--- src/design/kst_pkg.sv ---
// ----------------------------------------------------------------------------
// kst_pkg: shared types and codes for the keyed slot table
// Field widths, action and status codes, controller states, and the
// command and status bundles between the controller and the datapath.
// ----------------------------------------------------------------------------
package kst_pkg;

  localparam int ACTION_W = 2;
  localparam int KEY_W    = 64;
  localparam int VALUE_W  = 64;
  localparam int STATUS_W = 2;
  localparam int SLOT_W   = 6;
  localparam int LIVE_W   = 7;

  localparam logic [ACTION_W-1:0] ACT_SET = 2'd0;
  localparam logic [ACTION_W-1:0] ACT_GET = 2'd1;
  localparam logic [ACTION_W-1:0] ACT_DEL = 2'd2;

  localparam logic [STATUS_W-1:0] ST_OK     = 2'd0;
  localparam logic [STATUS_W-1:0] ST_MISS   = 2'd1;
  localparam logic [STATUS_W-1:0] ST_FULL   = 2'd2;
  localparam logic [STATUS_W-1:0] ST_BADKEY = 2'd3;

  typedef enum logic [2:0] {
    S_CLEAR,
    S_IDLE,
    S_SCAN,
    S_DRAIN,
    S_APPLY,
    S_RESP
  } state_t;

  // Controller to datapath
  typedef struct packed {
    logic clr_step;  // zero one key slot, advance the sweep
    logic load;      // capture the request, restart the scan
    logic scan_rd;   // read one key slot, advance the scan
    logic apply;     // write back the table, start the value read
    logic respond;   // load the result register
  } cmd_t;

  // Datapath to controller
  typedef struct packed {
    logic clr_last;   // sweep is on the last slot
    logic scan_last;  // scan is on the last slot
    logic special;    // offered request needs no scan
    logic out_busy;   // result register holds an untaken result
  } sts_t;

endpackage

--- src/design/kst_ctrl.sv ---
// ----------------------------------------------------------------------------
// kst_ctrl: sequencer for the keyed slot table
// Sweeps the key memory after reset, then runs accept, scan, write back
// and respond for one request at a time; a special request skips to respond.
// ----------------------------------------------------------------------------
module kst_ctrl (
  input  logic          clk,
  input  logic          rst_n,
  input  logic          in_valid,
  output logic          in_ready,
  input  kst_pkg::sts_t sts,
  output kst_pkg::cmd_t cmd
);
  import kst_pkg::*;

  state_t state_r;
  state_t state_nxt;

  always_ff @(posedge clk) begin
    if (!rst_n) begin
      state_r <= S_CLEAR;
    end else begin
      state_r <= state_nxt;
    end
  end

  always_comb begin
    state_nxt = state_r;
    unique case (state_r)
      S_CLEAR: if (sts.clr_last) state_nxt = S_IDLE;
      S_IDLE: begin
        if (in_valid) state_nxt = sts.special ? S_RESP : S_SCAN;
      end
      S_SCAN:  if (sts.scan_last) state_nxt = S_DRAIN;
      S_DRAIN: state_nxt = S_APPLY;
      S_APPLY: state_nxt = S_RESP;
      S_RESP:  if (!sts.out_busy) state_nxt = S_IDLE;
      default: state_nxt = S_IDLE;
    endcase
  end

  always_comb begin
    cmd      = '0;
    in_ready = 1'b0;
    unique case (state_r)
      S_CLEAR: cmd.clr_step = 1'b1;
      S_IDLE: begin
        in_ready = 1'b1;
        cmd.load = in_valid;
      end
      S_SCAN:  cmd.scan_rd = 1'b1;
      S_DRAIN: ;
      S_APPLY: cmd.apply = 1'b1;
      S_RESP:  cmd.respond = !sts.out_busy;
      default: ;
    endcase
  end

  // Write back comes only after the last key compare
  a_apply_after_drain: assert property (@(posedge clk) disable iff (!rst_n)
    state_r == S_APPLY |-> $past(state_r) == S_DRAIN)
    else $error("write back without a finished scan");

endmodule

--- config.mk ---
export PLATFORM = sky130hd
export DESIGN_NAME = kst_ctrl
export DESIGN_NICKNAME = d
export VERILOG_FILES = /design/src/design/kst_pkg.sv /design/src/design/kst_ctrl.sv
export SDC_FILE = /design/constraint.sdc
export NUM_CORES = 1
export LEC_CHECK = 0
export BUFFER_PORTS_ARGS = -buffer_cell sky130_fd_sc_hd__buf_2
export CAP_MARGIN = 20
export CORE_AREA = 2 2 39 41
export DETAILED_ROUTE_END_ITERATION = 7
export DIE_AREA = 0 0 41 43
export GPL_TIMING_DRIVEN = 0
export REMOVE_ABC_BUFFERS = 1
export SLEW_MARGIN = 10
export SYNTH_ARGS = -nofsm -noshare
export SYNTH_HDL_FRONTEND = slang
export SYNTH_SLANG_ARGS = --single-unit
--- constraint.sdc ---
create_clock -name clk -period 1.2 [get_ports clk]
set_input_delay 0.3 -clock clk [delete_from_list [all_inputs] [get_ports clk]]
set_output_delay 0.3 -clock clk [all_outputs]
set_load 0.01 [all_outputs]
# After elaboration in Yosys (flattened, before gate mapping)
# Index checks and enable logic that the tools add are counted.
# Widths: inputs -> output; s select.
[op_classes]
reduce_logical = 3
eq_ne = 9
mux = 12
[ops]
columns = ["op", "n"]
rows = [
  ["$pmux 3 s6", 1],
  ["$mux 3", 5],
  ["$ne 2x2->1 const B", 4],
  ["$eq 3x2->1 const B", 2],
  ["$eq 3x3->1 const B", 2],
  ["$mux 1", 6],
  ["$reduce_and 4->1", 1],
  ["$eq 3x1->1 const B", 1],
  ["$logic_not 3->1", 1],
  ["$logic_not 1->1", 1],
]
[word_totals]
out_inout_bits = 6
ff_bits = 3

# Depth between registers and ports, before layout
# Gate-level depths: netlist of run 1.
[logic_depth]
depth_word = 3
mapped_depth = 5

# Worst setup path before layout of run 1
# OpenSTA, ideal clock, no wires.
[synth_path]
kind = "register to output"
startpoint = "register state_r[1]"
endpoint = "output cmd[3] in the netlist's numbering"
slack_ns = -0.059
path_buffers = 1
required_time_ns = 0.900
stages_incl_launch_ff = 5
t_arrival_ns = 0.959
path_cell_list = "dfxtp_1 > buf_6 > nand2b_4 > nor2_1 > and2_1"
[synth_lines]
columns = ["item", "line", "rtl"]
rows = [
  ["start: declaration", "kst_ctrl.sv:16", "state_t state_r;"],
  ["start signal: assignment", "kst_ctrl.sv:23", "state_r <= state_nxt;"],
  ["end: declaration", "kst_ctrl.sv:12", "output kst_pkg::cmd_t cmd"],
]

==> impl_results.html, run 1 <==
<table>
<tr><th>Metric</th><th>Value</th></tr>
<tr><th colspan="2">Run status</th></tr>
<tr><td>Status</td><td>finished with violations</td></tr>
<tr><td>Failing checks</td><td>setup timing</td></tr>
<tr><th colspan="2">Worst setup path</th></tr>
<tr><td>Chain of cells forming the critical path</td><td>nand2b_4 &gt; nor2_4 &gt; and2_4 &gt; buf_6</td></tr>
<tr><td>Required time at the worst-slack endpoint</td><td>900 ps</td></tr>
<tr><td>Number of buffer and inverter stages on the critical path</td><td>1</td></tr>
<tr><td>Sort of element at the start of the critical path</td><td>register</td></tr>
<tr><td>Max Fanout on Critical Path</td><td>4</td></tr>
<tr><td>Data arrival time of the worst path</td><td>about 1100 ps</td></tr>
<tr><td>Sort of element at the end of the critical path</td><td>output pin</td></tr>
<tr><td>Longest individual stage delay on the worst path</td><td>350 ps</td></tr>
<tr><td>Critical-path top delay cell</td><td>dfxtp_4</td></tr>
<tr><td>Type of the worst setup path</td><td>register to output pin</td></tr>
<tr><td>Category of cells accounting for the largest share of critical-path delay</td><td>simple AND/OR/NAND/NOR gates</td></tr>
<tr><th colspan="2">Power and ir drop</th></tr>
<tr><td>Sequential share of power</td><td>between 20% and 30%</td></tr>
<tr><td>Power per unit of standard cell area</td><td>approximately 1100 nW/um2</td></tr>
<tr><td>Total internal power</td><td>around 350 uW</td></tr>
<tr><td>Leakage dissipation</td><td>0.213 nW</td></tr>
<tr><td>Reported net switching power</td><td>between 150 and 200 uW</td></tr>
<tr><td>Net switching fraction of the power</td><td>about a third</td></tr>
<tr><td>Part of the power in combinational logic</td><td>between 40% and 50%</td></tr>
<tr><td>Worst voltage drop across the vdd grid</td><td>roughly 0.00035 V</td></tr>
<tr><td>Clock group share of total power</td><td>between 30% and 40%</td></tr>
<tr><th colspan="2">Detailed routing</th></tr>
<tr><td>Number of vias per cell</td><td>~4.4</td></tr>
<tr><td>Final wirelength</td><td>661 um</td></tr>
<tr><td>Routed vias</td><td>around 300</td></tr>
<tr><td>Post-detailed-route DRC marker count</td><td>0</td></tr>
<tr><td>Final ANT Viol Nets</td><td>0</td></tr>
<tr><td>Average detailed-routed wire length per instance</td><td>9.72 um</td></tr>
<tr><td>Initial DRC count</td><td>1</td></tr>
<tr><td>DR pass1 iterations</td><td>4</td></tr>
<tr><th colspan="2">Final layout</th></tr>
<tr><td>Count of antenna diodes in the layout</td><td>0</td></tr>
<tr><td>Most flops, register</td><td>state_r</td></tr>
<tr><td>Leading registers by flop count</td><td>state_r x3</td></tr>
<tr><td>Flip-flop count of the largest register, all copies and words added</td><td>3</td></tr>
<tr><td>Summed area of non-filler cells in the final layout</td><td>roughly 460 um2</td></tr>
<tr><td>Number of fill cells in the layout</td><td>148</td></tr>
<tr><td>Final Net Count</td><td>60</td></tr>
<tr><td>Layout cells sized above 1</td><td>about two thirds</td></tr>
<tr><td>Area growth from synthesis to layout</td><td>67.1%</td></tr>
<tr><th colspan="2">Synthesis</th></tr>
<tr><td>Post-synthesis cell count</td><td>32</td></tr>
<tr><td>Combinational family with the most area after synthesis</td><td>simple AND/OR/NAND/NOR gates</td></tr>
<tr><td>Summed instance area of the synthesized netlist</td><td>274 um2</td></tr>
<tr><td>Flip-flop and latch count after synthesis</td><td>3</td></tr>
<tr><td>Biggest area contributors in the synthesized netlist</td><td>dfxtp_1 (22%), buf_6 (8.2%), o31ai_4 (7.8%)</td></tr>
<tr><td>Number of distinct library cell variants in the gate-level netlist after synthesis</td><td>20</td></tr>
<tr><td>Yosys warning total</td><td>0</td></tr>
<tr><td>Asr flop ratio synth</td><td>0%</td></tr>
<tr><td>Post-Syn Area per Cell</td><td>around 8.6 um2</td></tr>
<tr><td>Area fraction in compound gates after synthesis</td><td>~25%</td></tr>
<tr><td>Synthesized-area fraction occupied by adder cells</td><td>0%</td></tr>
<tr><td>Mux share of post-synthesis cell area</td><td>roughly 7.3%</td></tr>
<tr><td>Fraction of post-synthesis cell area in the top cell type by area</td><td>approximately 22%</td></tr>
<tr><td>Number of synthesized flops with an enable pin</td><td>0</td></tr>
<tr><td>Share of the yosys chip area belonging to registers</td><td>~22%</td></tr>
<tr><td>Primary FF master, synth</td><td>dfxtp_1</td></tr>
<tr><td>Synthesized-area fraction occupied by xor and xnor cells</td><td>0%</td></tr>
<tr><td>Most repeated cell in the gate-level netlist after synthesis</td><td>nor2_1</td></tr>
<tr><td>Cell taking the most area after synthesis</td><td>dfxtp_1</td></tr>
<tr><td>Post-synth top cells</td><td>nor2_1 (4), dfxtp_1 (3), inv_1 (3)</td></tr>
<tr><td>Simple-gate share of the synthesized area</td><td>33.3%</td></tr>
<tr><th colspan="2">Floorplan</th></tr>
<tr><td>Die extent in y</td><td>between 40 and 50 um</td></tr>
<tr><td>Total I/O pin count</td><td>13</td></tr>
<tr><td>Effective utilization at floorplan</td><td>roughly 20%</td></tr>
<tr><td>DIE AREA</td><td>approximately 1800 um2</td></tr>
<tr><td>Number of standard-cell rows in the floorplan</td><td>14</td></tr>
<tr><td>Core Region</td><td>around 1400 um2</td></tr>
<tr><td>Overall die width</td><td>a little over 40 um</td></tr>
<tr><th colspan="2">Timing</th></tr>
<tr><td>Clock skew after layout</td><td>~1.7 ps</td></tr>
<tr><td>Number of max-slew violations in the final report</td><td>0</td></tr>
<tr><td>Worst-Margin Slew</td><td>around 240 ps</td></tr>
<tr><td>Min Hold Slack</td><td>about 350 ps</td></tr>
<tr><td>Final setup viols</td><td>9</td></tr>
<tr><td>Final Cycle Share</td><td>113%</td></tr>
<tr><td>Fmax</td><td>737 MHz</td></tr>
<tr><td>Setup repair after global routing missed its margin</td><td>yes</td></tr>
<tr><td>Hold Violations, Final</td><td>0</td></tr>
<tr><td>Minimum clock period</td><td>around 1400 ps</td></tr>
<tr><td>Worst slew margin</td><td>83.9%</td></tr>
<tr><td>Worst-case setup margin in the final layout</td><td>-156 ps</td></tr>
<tr><th colspan="2">Global routing</th></tr>
<tr><td>Global-route congestion overflow total</td><td>0</td></tr>
<tr><td>Maximum number of pins on one net before global-route repair</td><td>7</td></tr>
<tr><td>Initial antenna violation count</td><td>0</td></tr>
<tr><td>Global-route wire length before repair</td><td>972 um</td></tr>
<tr><td>Global routing usage summed across all routing layers</td><td>under 10%</td></tr>
<tr><td>Via count of the first global-routing pass</td><td>~270</td></tr>
<tr><th colspan="2">CTS</th></tr>
<tr><td>Insertion delay to the later sink of the worst-skew pair</td><td>~230 ps</td></tr>
<tr><td>Post-CTS clock slew at the launch and capture registers of the worst setup and hold paths</td><td>30 ps</td></tr>
<tr><td>Number of levels in the clock H-tree</td><td>1</td></tr>
<tr><td>Clock buffer depth</td><td>2</td></tr>
<tr><td>Clock tree from TritonCTS</td><td>built</td></tr>
<tr><td>CTS Root Buffer Type</td><td>clkbuf_4</td></tr>
<tr><td>Total CTS buffers</td><td>3</td></tr>
<tr><td>Number of sinks on the clock net</td><td>3</td></tr>
<tr><td>CTS Hold Bufs</td><td>0</td></tr>
<tr><th colspan="2">Hold path</th></tr>
<tr><td>Worst hold path class</td><td>input pin to register</td></tr>
<tr><th colspan="2">Flow run</th></tr>
<tr><td>Max cap viols</td><td>0</td></tr>
<tr><th colspan="2">Place</th></tr>
<tr><td>DPL Wire Length</td><td>436 um</td></tr>
<tr><td>Cell area reported after detailed placement</td><td>332 um2</td></tr>
<tr><td>Global placement routability congestion</td><td>0.733</td></tr>
<tr><td>Port-buffer cells</td><td>12</td></tr>
<tr><td>Worst setup timing slack at the placement stage</td><td>-127 ps</td></tr>
</table>
-- final cells by class --
| type | count | area (um2) | area share [%] |
|---|---|---|---|
| Inverter | 3 | 11.3 | 2.46 |
| Tap cell | 16 | 20.0 | 4.37 |
| Sequential cell | 3 | 71.3 | 15.6 |
| Multi-Input combinational cell | 24 | 215 | 47.0 |
| Clock buffer | 4 | 26.3 | 5.74 |
| Timing Repair Buffer | 18 | 114 | 24.9 |
-- repair_timing --
item / CTS / global route
buffers inserted: 5 / 1
pin swaps: 1 / 0
gates resized for setup: 9 / 7
setup endpoints to repair: 8 / 9
-- path summary, 6_finish.rpt --
check,startpoint,to,slack [ps],cells after the start
setup reg to reg,state_r[2],state_r[2],-70,4
hold reg to reg,state_r[0],state_r[0],640,2
hold / removal,rst_n,state_r[0],350,2
setup / recovery,state_r[1],cmd[3],-160,4
-- worst reg2reg max path, stage by stage (launching register included) --
cell     delay (ps)
dfxtp_4         390
buf_1           230
nor2b_1         110
o31ai_4         230
mux2i_1         230
-- power groups by stage --
stage               Sequential (mW)  Combinational, mW  Clock, mW
finish                        0.136              0.214      0.171
global route                  0.139              0.230      0.194
CTS                           0.133              0.179      0.181
detailed placement            0.136              0.141          0
global placement              0.136              0.140          0
floorplan                     0.131             0.0996          0
-- per-stage QoR --
step / total power, mW / util, % / instances / setup TNS [ps]
global route: 0.562 / 33.1 / 68 / -1180
floorplan: 0.231 / - / 30 / -25.9
detailed placement: 0.278 / 24.0 / 58 / -412
finish: 0.522 / 33.1 / 68 / -751
CTS: 0.493 / 29.9 / 67 / -649
global placement: 0.276 / 24.0 / 58 / -388
-- metal layers --
| layer | routed length, um | up-vias | global-route usage (%) |
|---|---|---|---|
| met3 | 24 | 0 | 4.71 |
| met5 | 0 | - | 0 |
| met4 | 0 | 0 | 6.00 |
| met1 | 237 | 144 | 6.09 |
| li1 | - | 153 | - |
| met2 | 400 | 4 | 15.6 |
-- logic make-up (layout without fill, tap and decap cells) --
| kind of cell | count (synthesis) | after routing |
|---|---|---|
| compound gates | 7 | 7 |
| buf+inv | 5 | 25 |
| flops | 3 | 3 |
| mux | 2 | 2 |
| simple gates | 15 | 15 |
-- layout by cell type, fill, tap and decap left out --
cell type,Yosys,final
o21ai_0,2,2
o41ai_2,1,1
nor3b_2,0,1
clkbuf_1,0,1
nor2b_1,2,2
nor2_1,4,2
mux2i_4,0,1
o311a_2,1,1
nand2_2,1,1
nor3_1,1,1
clkbuf_4,0,3
inv_1,3,3
buf_2,0,10
nor2_4,0,2
buf_4,0,5
buf_6,2,2
and2_2,1,1
buf_1,0,1
and2b_1,1,1
and2_4,0,1
nand2_1,1,1
dfxtp_4,0,3
nand2b_4,1,1
nand4_1,1,1
o31ai_4,1,1
mux2i_1,2,1
a21oi_1,2,2
Note: power is estimated with default switching activity, not from simulation.
==> run 2, diff against run 1 <==
--- a/config.mk
+++ b/config.mk
@@ -8,6 +8,7 @@
 export BUFFER_PORTS_ARGS = -buffer_cell sky130_fd_sc_hd__buf_2
 export CAP_MARGIN = 20
 export CORE_AREA = 2 2 39 41
+export CTS_BUF_LIST = sky130_fd_sc_hd__clkbuf_8
 export DETAILED_ROUTE_END_ITERATION = 7
 export DIE_AREA = 0 0 41 43
 export GPL_TIMING_DRIVEN = 0
==> run 2 against run 1 <==
  * The flow still finishes with violations (setup timing)
  * Largest cell class unchanged
  * Die area did not move
  * Via count fell by 2.3%
  * Clock power rose by 62%
  * Largest power group is now clock
  * Clock skew barely moved
  * Cell area fell by 3.6%
  * Critical endpoint unchanged
  * Global-route usage fell by 0.60 points
  * Setup slack improved by 34 ps
  * Sequential share of layout area barely moved
  * Utilization fell by 1.2 points
==> impl_results.html, run 2 (synthesized netlist as in run 1, its figures left out) <==
<table>
<tr><th>Metric</th><th>Value</th></tr>
<tr><th colspan="2">Worst setup path</th></tr>
<tr><td>Worst Reg-to-Reg Cells</td><td>5 (+1)</td></tr>
<tr><td>Sort of element at the start of the critical path</td><td>register</td></tr>
<tr><td>Type of the worst setup path</td><td>register to output pin</td></tr>
<tr><td>Data arrival time of the worst path</td><td>1020 ps (-40 ps)</td></tr>
<tr><td>Launch point of the worst reg-to-reg path</td><td>state_r[1]</td></tr>
<tr><td>Sort of element at the end of the critical path</td><td>output pin</td></tr>
<tr><td>Worst reg-to-reg setup slack</td><td>-70 ps (about the same)</td></tr>
<tr><td>R2R Path End</td><td>state_r[2]</td></tr>
<tr><td>Required time at the worst-slack endpoint</td><td>900 ps (about the same)</td></tr>
<tr><td>Max Fanout on Critical Path</td><td>4 (unchanged)</td></tr>
<tr><th colspan="2">Final layout</th></tr>
<tr><td>Number of fill cells in the layout</td><td>152 (+2.7%)</td></tr>
<tr><td>Leading registers by flop count</td><td>state_r x3</td></tr>
<tr><td>Count of antenna diodes in the layout</td><td>0 (unchanged)</td></tr>
<tr><td>Most common cell after layout, fill and taps aside</td><td>buf_2</td></tr>
<tr><td>Final Net Count</td><td>58 (-3.3%)</td></tr>
<tr><td>Most frequent cells in the layout</td><td>buf_2 (11), inv_1 (4), clkbuf_8 (3), buf_4 (3)</td></tr>
<tr><td>Area growth from synthesis to layout</td><td>61.2%</td></tr>
<tr><td>Post-route core utilization</td><td>31.9% (-1.2 points)</td></tr>
<tr><td>Flip-flop count of the largest register, all copies and words added</td><td>3 (unchanged)</td></tr>
<tr><td>Layout cells sized above 1</td><td>66.0% (+0.62 points)</td></tr>
<tr><td>Most flops, register</td><td>state_r</td></tr>
<tr><td>Summed area of non-filler cells in the final layout</td><td>442 um2 (-3.6%)</td></tr>
<tr><th colspan="2">Detailed routing</th></tr>
<tr><td>Post-detailed-route DRC marker count</td><td>0 (unchanged)</td></tr>
<tr><td>Number of vias per cell</td><td>4.45 (+0.63%)</td></tr>
<tr><td>DR pass1 iterations</td><td>4 (unchanged)</td></tr>
<tr><td>Average detailed-routed wire length per instance</td><td>9.39 um (-3.4%)</td></tr>
<tr><td>Final wirelength</td><td>620 um (-6.2%)</td></tr>
<tr><td>Routed vias</td><td>294 (-2.3%)</td></tr>
<tr><td>Initial DRC count</td><td>3 (+2)</td></tr>
<tr><td>Final ANT Viol Nets</td><td>0 (unchanged)</td></tr>
<tr><th colspan="2">Timing</th></tr>
<tr><td>Worst-Margin Slew</td><td>256 ps (+14.7 ps)</td></tr>
<tr><td>Final Cycle Share</td><td>110% (-2.8 points)</td></tr>
<tr><td>Fmax</td><td>756 MHz (+2.6%)</td></tr>
<tr><td>Final setup viols</td><td>8 (-1)</td></tr>
<tr><td>Hold Violations, Final</td><td>0 (unchanged)</td></tr>
<tr><td>Min Hold Slack</td><td>370 ps (+19.3 ps)</td></tr>
<tr><td>Worst-case setup margin in the final layout</td><td>-122 ps (+33.8 ps)</td></tr>
<tr><td>Minimum clock period</td><td>1320 ps (-33.8 ps)</td></tr>
<tr><td>Number of max-slew violations in the final report</td><td>0 (unchanged)</td></tr>
<tr><td>Worst slew margin</td><td>82.9% (-0.98 points)</td></tr>
<tr><td>Setup repair after global routing missed its margin</td><td>yes</td></tr>
<tr><td>Clock skew after layout</td><td>1.76 ps (+0.0955 ps)</td></tr>
<tr><th colspan="2">CTS</th></tr>
<tr><td>Number of sinks on the clock net</td><td>3 (unchanged)</td></tr>
<tr><td>Clock buffer depth</td><td>2 (unchanged)</td></tr>
<tr><td>Clock tree from TritonCTS</td><td>built</td></tr>
<tr><td>Number of levels in the clock H-tree</td><td>1 (unchanged)</td></tr>
<tr><td>Total CTS buffers</td><td>3 (unchanged)</td></tr>
<tr><td>Post-CTS clock slew at the launch and capture registers of the worst setup and hold paths</td><td>30 ps (about the same)</td></tr>
<tr><td>CTS Hold Bufs</td><td>0 (unchanged)</td></tr>
<tr><td>CTS Root Buffer Type</td><td>clkbuf_8</td></tr>
<tr><td>Insertion delay to the later sink of the worst-skew pair</td><td>210 ps (-20 ps)</td></tr>
<tr><th colspan="2">Global routing</th></tr>
<tr><td>Initial antenna violation count</td><td>0 (unchanged)</td></tr>
<tr><td>Via count of the first global-routing pass</td><td>263 (-3.0%)</td></tr>
<tr><td>Global-route congestion overflow total</td><td>0 (unchanged)</td></tr>
<tr><td>Maximum number of pins on one net before global-route repair</td><td>7 (unchanged)</td></tr>
<tr><td>Global-route wire length before repair</td><td>945 um (-2.8%)</td></tr>
<tr><td>Global routing usage summed across all routing layers</td><td>8.12% (-0.60 points)</td></tr>
<tr><th colspan="2">Hold path</th></tr>
<tr><td>Worst hold start</td><td>rst_n</td></tr>
<tr><td>Hold Path End</td><td>state_r[0]</td></tr>
<tr><td>Cell depth of the worst hold path</td><td>2 (unchanged)</td></tr>
<tr><td>Worst hold path class</td><td>input pin to register</td></tr>
<tr><th colspan="2">Floorplan</th></tr>
<tr><td>DIE AREA</td><td>1760 um2 (unchanged)</td></tr>
<tr><td>Core Region</td><td>1380 um2 (unchanged)</td></tr>
<tr><td>Die extent in y</td><td>43 um (unchanged)</td></tr>
<tr><td>Overall die width</td><td>41 um (unchanged)</td></tr>
<tr><td>Total I/O pin count</td><td>13 (unchanged)</td></tr>
<tr><td>Number of standard-cell rows in the floorplan</td><td>14 (unchanged)</td></tr>
<tr><td>Effective utilization at floorplan</td><td>19.8% (unchanged)</td></tr>
<tr><th colspan="2">Run status</th></tr>
<tr><td>Status</td><td>finished with violations</td></tr>
<tr><td>Failing checks</td><td>setup timing</td></tr>
<tr><th colspan="2">Place</th></tr>
<tr><td>Port-buffer cells</td><td>12 (unchanged)</td></tr>
<tr><td>Cell area reported after detailed placement</td><td>332 um2 (unchanged)</td></tr>
<tr><td>DPL Wire Length</td><td>436 um (unchanged)</td></tr>
<tr><td>Global placement routability congestion</td><td>0.733 (unchanged)</td></tr>
<tr><th colspan="2">Power and ir drop</th></tr>
<tr><td>Leakage dissipation</td><td>0.213 nW (-0.17%)</td></tr>
<tr><td>Power per unit of standard cell area</td><td>1350 nW/um2 (+18%)</td></tr>
<tr><td>Worst voltage drop across the vdd grid</td><td>0.000493 V (+40%)</td></tr>
<tr><th colspan="2">Flow run</th></tr>
<tr><td>Max cap viols</td><td>0 (unchanged)</td></tr>
</table>
[run 2: layout make-up]
cell class	count	area, um2	area share [%]
inverter	3	11.3	2.55
timing repair buffer	16	92.6	21.0
sequential	3	68.8	15.6
clock inverter	1	3.75	0.850
multi-input combinational	24	204	46.2
tap	16	20.0	4.53
clock buffer	3	41.3	9.35
[run 2: metal layers]
| metal | vias to the layer above | track usage (%) | share of wire (%) |
|---|---|---|---|
| li1 | 148 | - | - |
| met5 | - | 0 | 0 |
| met3 | 0 | 3.14 | 4.0 |
| met2 | 8 | 14.4 | 57 |
| met4 | 0 | 6.00 | 0 |
| met1 | 138 | 6.41 | 38 |
[run 2: worst max-delay path, stage by stage (launching register included)]
cell      delay [ps]
dfxtp_4          350
nand2b_4         160
nor2_4            80
and2_4           140
buf_6             90
[run 2: timing repair]
action	in CTS	in global routing
setup buffers	4	0
resized for setup	8	5
pin swaps	2	1
setup endpoints to repair	8	8
[run 2: worst max-delay path by stage]
stage,start,to,slack (ps)
after detailed placement,state_r[1],cmd[3],-130
after floorplan,state_r[1],cmd[3],-30
after global routing,state_r[1],cmd[3],-160
final,state_r[1],cmd[3],-120
after global placement,state_r[1],cmd[3],-120
after CTS,state_r[1],cmd[3],-150
[run 2: power by group]
group          total (mW)  leakage [nW]  switching, mW  internal [mW]
combinational       0.183         0.160         0.0895         0.0937
sequential          0.134        0.0264         0.0212          0.113
clock               0.277        0.0269         0.0602          0.217
total               0.595         0.213          0.171          0.424
[run 2: stage by stage]
stage          setup slack, ps  setup TNS (ps)  cells  total power, mW
2_1_floorplan            -25.9           -25.9     30            0.231
3_3_place_gp              -120            -388     58            0.276
3_5_place_dp              -127            -412     58            0.278
4_1_cts                   -148            -579     66            0.590
5_1_grt                   -160            -833     66            0.637
6_report                  -122            -465     66            0.595
==> run 3, diff against run 2 <==
==> constraint.sdc (replaced) <==
create_clock -name clk -period 1.2 [get_ports clk]
set_input_delay 0.06 -clock clk [delete_from_list [all_inputs] [get_ports clk]]
set_output_delay 0.06 -clock clk [all_outputs]
set_load 0.01 [all_outputs]
==> run 3 against run 2 <==
  * Setup slack better by 170 ps
  * Cell area down 3.4%
  * First-iteration DRC count decreased by 67%
  * Routed wire length shrank 9.2%
  * Via count decreased by 4.8%
  * Register-to-register slack improved by 120 ps
  * Clock skew about the same
  * The flow now finishes without violations
  * Critical endpoint is now state_r[2]
==> impl_results.html, run 3 (synthesized netlist as in run 1, its figures left out) <==
<table>
<tr><th>Metric</th><th>Value</th></tr>
<tr><th colspan="2">Run status</th></tr>
<tr><td>Status</td><td>finished, final reports clean</td></tr>
<tr><th colspan="2">CTS</th></tr>
<tr><td>CTS Root Buffer Type</td><td>clkbuf_8</td></tr>
<tr><td>Insertion delay to the later sink of the worst-skew pair</td><td>210 ps (about the same)</td></tr>
<tr><td>Number of sinks on the clock net</td><td>3 (unchanged)</td></tr>
<tr><td>Clock tree from TritonCTS</td><td>built</td></tr>
<tr><td>Clock buffer depth</td><td>2 (unchanged)</td></tr>
<tr><td>Number of levels in the clock H-tree</td><td>1 (unchanged)</td></tr>
<tr><td>Post-CTS clock slew at the launch and capture registers of the worst setup and hold paths</td><td>30 ps (about the same)</td></tr>
<tr><td>Total CTS buffers</td><td>3 (unchanged)</td></tr>
<tr><th colspan="2">Worst setup path</th></tr>
<tr><td>Category of cells accounting for the largest share of critical-path delay</td><td>flip-flops</td></tr>
<tr><td>Launch point of the worst reg-to-reg path</td><td>state_r[1]</td></tr>
<tr><td>Max Fanout on Critical Path</td><td>8 (+4)</td></tr>
<tr><td>Worst reg-to-reg setup slack</td><td>50 ps (+120 ps)</td></tr>
<tr><td>Data arrival time of the worst path</td><td>1280 ps (+260 ps)</td></tr>
<tr><td>Sort of element at the end of the critical path</td><td>register</td></tr>
<tr><td>Critical-path top delay cell</td><td>dfxtp_4</td></tr>
<tr><td>Chain of cells forming the critical path</td><td>nand2b_4 &gt; o31ai_4 &gt; mux2i_1</td></tr>
<tr><td>Number of buffer and inverter stages on the critical path</td><td>0 (-1)</td></tr>
<tr><td>Longest individual stage delay on the worst path</td><td>370 ps (+20 ps)</td></tr>
<tr><td>Required time at the worst-slack endpoint</td><td>1330 ps (+430 ps)</td></tr>
<tr><td>Worst setup path end</td><td>state_r[2]</td></tr>
<tr><td>Critical path launch point</td><td>state_r[1]</td></tr>
<tr><td>Type of the worst setup path</td><td>register to register</td></tr>
<tr><td>Sort of element at the start of the critical path</td><td>register</td></tr>
<tr><td>Worst Reg-to-Reg Cells</td><td>3 (-2)</td></tr>
<tr><td>Path length in cells of the critical path</td><td>3 (-1)</td></tr>
<tr><td>R2R Path End</td><td>state_r[2]</td></tr>
<tr><th colspan="2">Final layout</th></tr>
<tr><td>Final Net Count</td><td>56 (-3.4%)</td></tr>
<tr><td>Layout cells sized above 1</td><td>60.4% (-5.6 points)</td></tr>
<tr><td>Leading registers by flop count</td><td>state_r x3</td></tr>
<tr><td>Most common cell after layout, fill and taps aside</td><td>buf_2</td></tr>
<tr><td>Most flops, register</td><td>state_r</td></tr>
<tr><td>Flip-flop count of the largest register, all copies and words added</td><td>3 (unchanged)</td></tr>
<tr><td>Most frequent cells in the layout</td><td>buf_2 (12), inv_1 (4), nor2_1 (3), clkbuf_8 (3)</td></tr>
<tr><td>Summed area of non-filler cells in the final layout</td><td>427 um2 (-3.4%)</td></tr>
<tr><td>Count of antenna diodes in the layout</td><td>0 (unchanged)</td></tr>
<tr><td>Area growth from synthesis to layout</td><td>55.7%</td></tr>
<tr><th colspan="2">Hold path</th></tr>
<tr><td>Cell depth of the worst hold path</td><td>2 (unchanged)</td></tr>
<tr><td>Worst hold path class</td><td>input pin to register</td></tr>
<tr><th colspan="2">Global routing</th></tr>
<tr><td>Via count of the first global-routing pass</td><td>217 (-17%)</td></tr>
<tr><td>Maximum number of pins on one net before global-route repair</td><td>11 (+4)</td></tr>
<tr><td>Met1 track utilization from global routing</td><td>5.45% (-0.96 points)</td></tr>
<tr><td>Met2 Resource Use GR</td><td>11.6% (-2.8 points)</td></tr>
<tr><td>Global-route wire length before repair</td><td>779 um (-18%)</td></tr>
<tr><td>Met3 usage</td><td>3.14% (unchanged)</td></tr>
<tr><td>Initial antenna violation count</td><td>0 (unchanged)</td></tr>
<tr><td>Global-route congestion overflow total</td><td>0 (unchanged)</td></tr>
<tr><td>Busiest grt layer</td><td>met2</td></tr>
<tr><td>Global routing usage summed across all routing layers</td><td>6.92% (-1.2 points)</td></tr>
<tr><th colspan="2">Detailed routing</th></tr>
<tr><td>Average detailed-routed wire length per instance</td><td>8.80 um (-6.4%)</td></tr>
<tr><td>Final ANT Viol Nets</td><td>0 (unchanged)</td></tr>
<tr><td>Routed vias</td><td>280 (-4.8%)</td></tr>
<tr><td>Final wirelength</td><td>563 um (-9.2%)</td></tr>
<tr><td>DR pass1 iterations</td><td>4 (unchanged)</td></tr>
<tr><td>Initial DRC count</td><td>1 (-2)</td></tr>
<tr><td>Post-detailed-route DRC marker count</td><td>0 (unchanged)</td></tr>
<tr><td>Number of vias per cell</td><td>4.38 (-1.8%)</td></tr>
<tr><th colspan="2">Flow run</th></tr>
<tr><td>Max cap viols</td><td>0 (unchanged)</td></tr>
<tr><th colspan="2">Power and ir drop</th></tr>
<tr><td>Leakage dissipation</td><td>0.201 nW (-5.4%)</td></tr>
<tr><td>Worst voltage drop across the vdd grid</td><td>0.000501 V (+1.5%)</td></tr>
<tr><td>Total Power Consumption</td><td>581 uW (-2.3%)</td></tr>
<tr><td>Power per unit of standard cell area</td><td>1360 nW/um2 (+1.2%)</td></tr>
<tr><th colspan="2">Timing</th></tr>
<tr><td>Final setup viols</td><td>0 (-8)</td></tr>
<tr><td>Worst slew margin</td><td>84.0% (+1.1 points)</td></tr>
<tr><td>Hold Violations, Final</td><td>0 (unchanged)</td></tr>
<tr><td>Final Cycle Share</td><td>96.0% (-14 points)</td></tr>
<tr><td>Setup repair after global routing missed its margin</td><td>yes</td></tr>
<tr><td>Minimum clock period</td><td>1150 ps (-170 ps)</td></tr>
<tr><td>Number of max-slew violations in the final report</td><td>0 (unchanged)</td></tr>
<tr><td>Clock skew after layout</td><td>1.86 ps (+0.0970 ps)</td></tr>
<tr><td>Fmax</td><td>868 MHz (+15%)</td></tr>
<tr><td>Worst-Margin Slew</td><td>240 ps (-15.9 ps)</td></tr>
<tr><th colspan="2">Floorplan</th></tr>
<tr><td>Die extent in y</td><td>43 um (unchanged)</td></tr>
<tr><td>Total I/O pin count</td><td>13 (unchanged)</td></tr>
<tr><td>Overall die width</td><td>41 um (unchanged)</td></tr>
<tr><td>Effective utilization at floorplan</td><td>19.8% (unchanged)</td></tr>
<tr><td>Core Region</td><td>1380 um2 (unchanged)</td></tr>
<tr><td>Number of standard-cell rows in the floorplan</td><td>14 (unchanged)</td></tr>
<tr><td>DIE AREA</td><td>1760 um2 (unchanged)</td></tr>
<tr><th colspan="2">Place</th></tr>
<tr><td>Port-buffer cells</td><td>12 (unchanged)</td></tr>
<tr><td>Global placement routability congestion</td><td>0.733 (unchanged)</td></tr>
<tr><td>Cell area reported after detailed placement</td><td>332 um2 (unchanged)</td></tr>
<tr><td>DPL Wire Length</td><td>436 um (unchanged)</td></tr>
</table>
==> run 3: worst min path at each step <==
stage / from / end
6_report: rst_n / state_r[0]
5_1_grt: rst_n / state_r[0]
4_1_cts: rst_n / state_r[0]
3_5_place_dp: rst_n / state_r[0]
3_3_place_gp: rst_n / state_r[0]
2_1_floorplan: rst_n / state_r[0]
==> run 3: where the power goes <==
| part | switching, mW | internal [mW] | total, mW |
|---|---|---|---|
| clock | 0.0602 | 0.217 | 0.277 |
| sequential | 0.0246 | 0.113 | 0.137 |
| combinational | 0.0818 | 0.0845 | 0.166 |
| total | 0.167 | 0.414 | 0.581 |
==> run 3: what timing repair did <==
item                                   in CTS  in global routing
cloned                                      0                  0
setup buffers                               0                  2
hold buffers                                0                  0
setup endpoints to repair                   6                  4
resized for setup                           4                  8
endpoints found under the hold margin       0                  0
==> run 3: final cells by class <==
cell class / instances / area, um2
Fill cell: 155 / 957
Inverter: 3 / 11.3
Multi-Input combinational cell: 24 / 206
Clock inverter: 1 / 3.75
Timing Repair Buffer: 14 / 75.1
Sequential cell: 3 / 68.8
Tap cell: 16 / 20.0
Clock buffer: 3 / 41.3
==> run 3: per-stage QoR <==
stage               worst slack, ps  hold WS, ps  cells  TNS (ps)  util [%]
floorplan                      31.2          200     30         0         -
global placement              -69.9          351     58     -77.3      24.0
detailed placement            -93.4          353     58      -117      24.0
CTS                            22.3          131     62         0      27.8
global route                  -7.12          118     64     -7.12      30.8
finish                         47.5          126     64         0      30.8
==> run 3: worst register-to-register path, stage by stage, from the launching register on <==
cell and delay [ps]:
dfxtp_4 370, nand2b_4 170, o31ai_4 300, mux2i_1 230
==> run 3: routing by layer <==
metal | up-vias | part of all wire (%)
met1 | 132 | 39
li1 | 144 | -
met4 | 0 | 0
met5 | - | 0
met2 | 4 | 57
met3 | 0 | 3.7
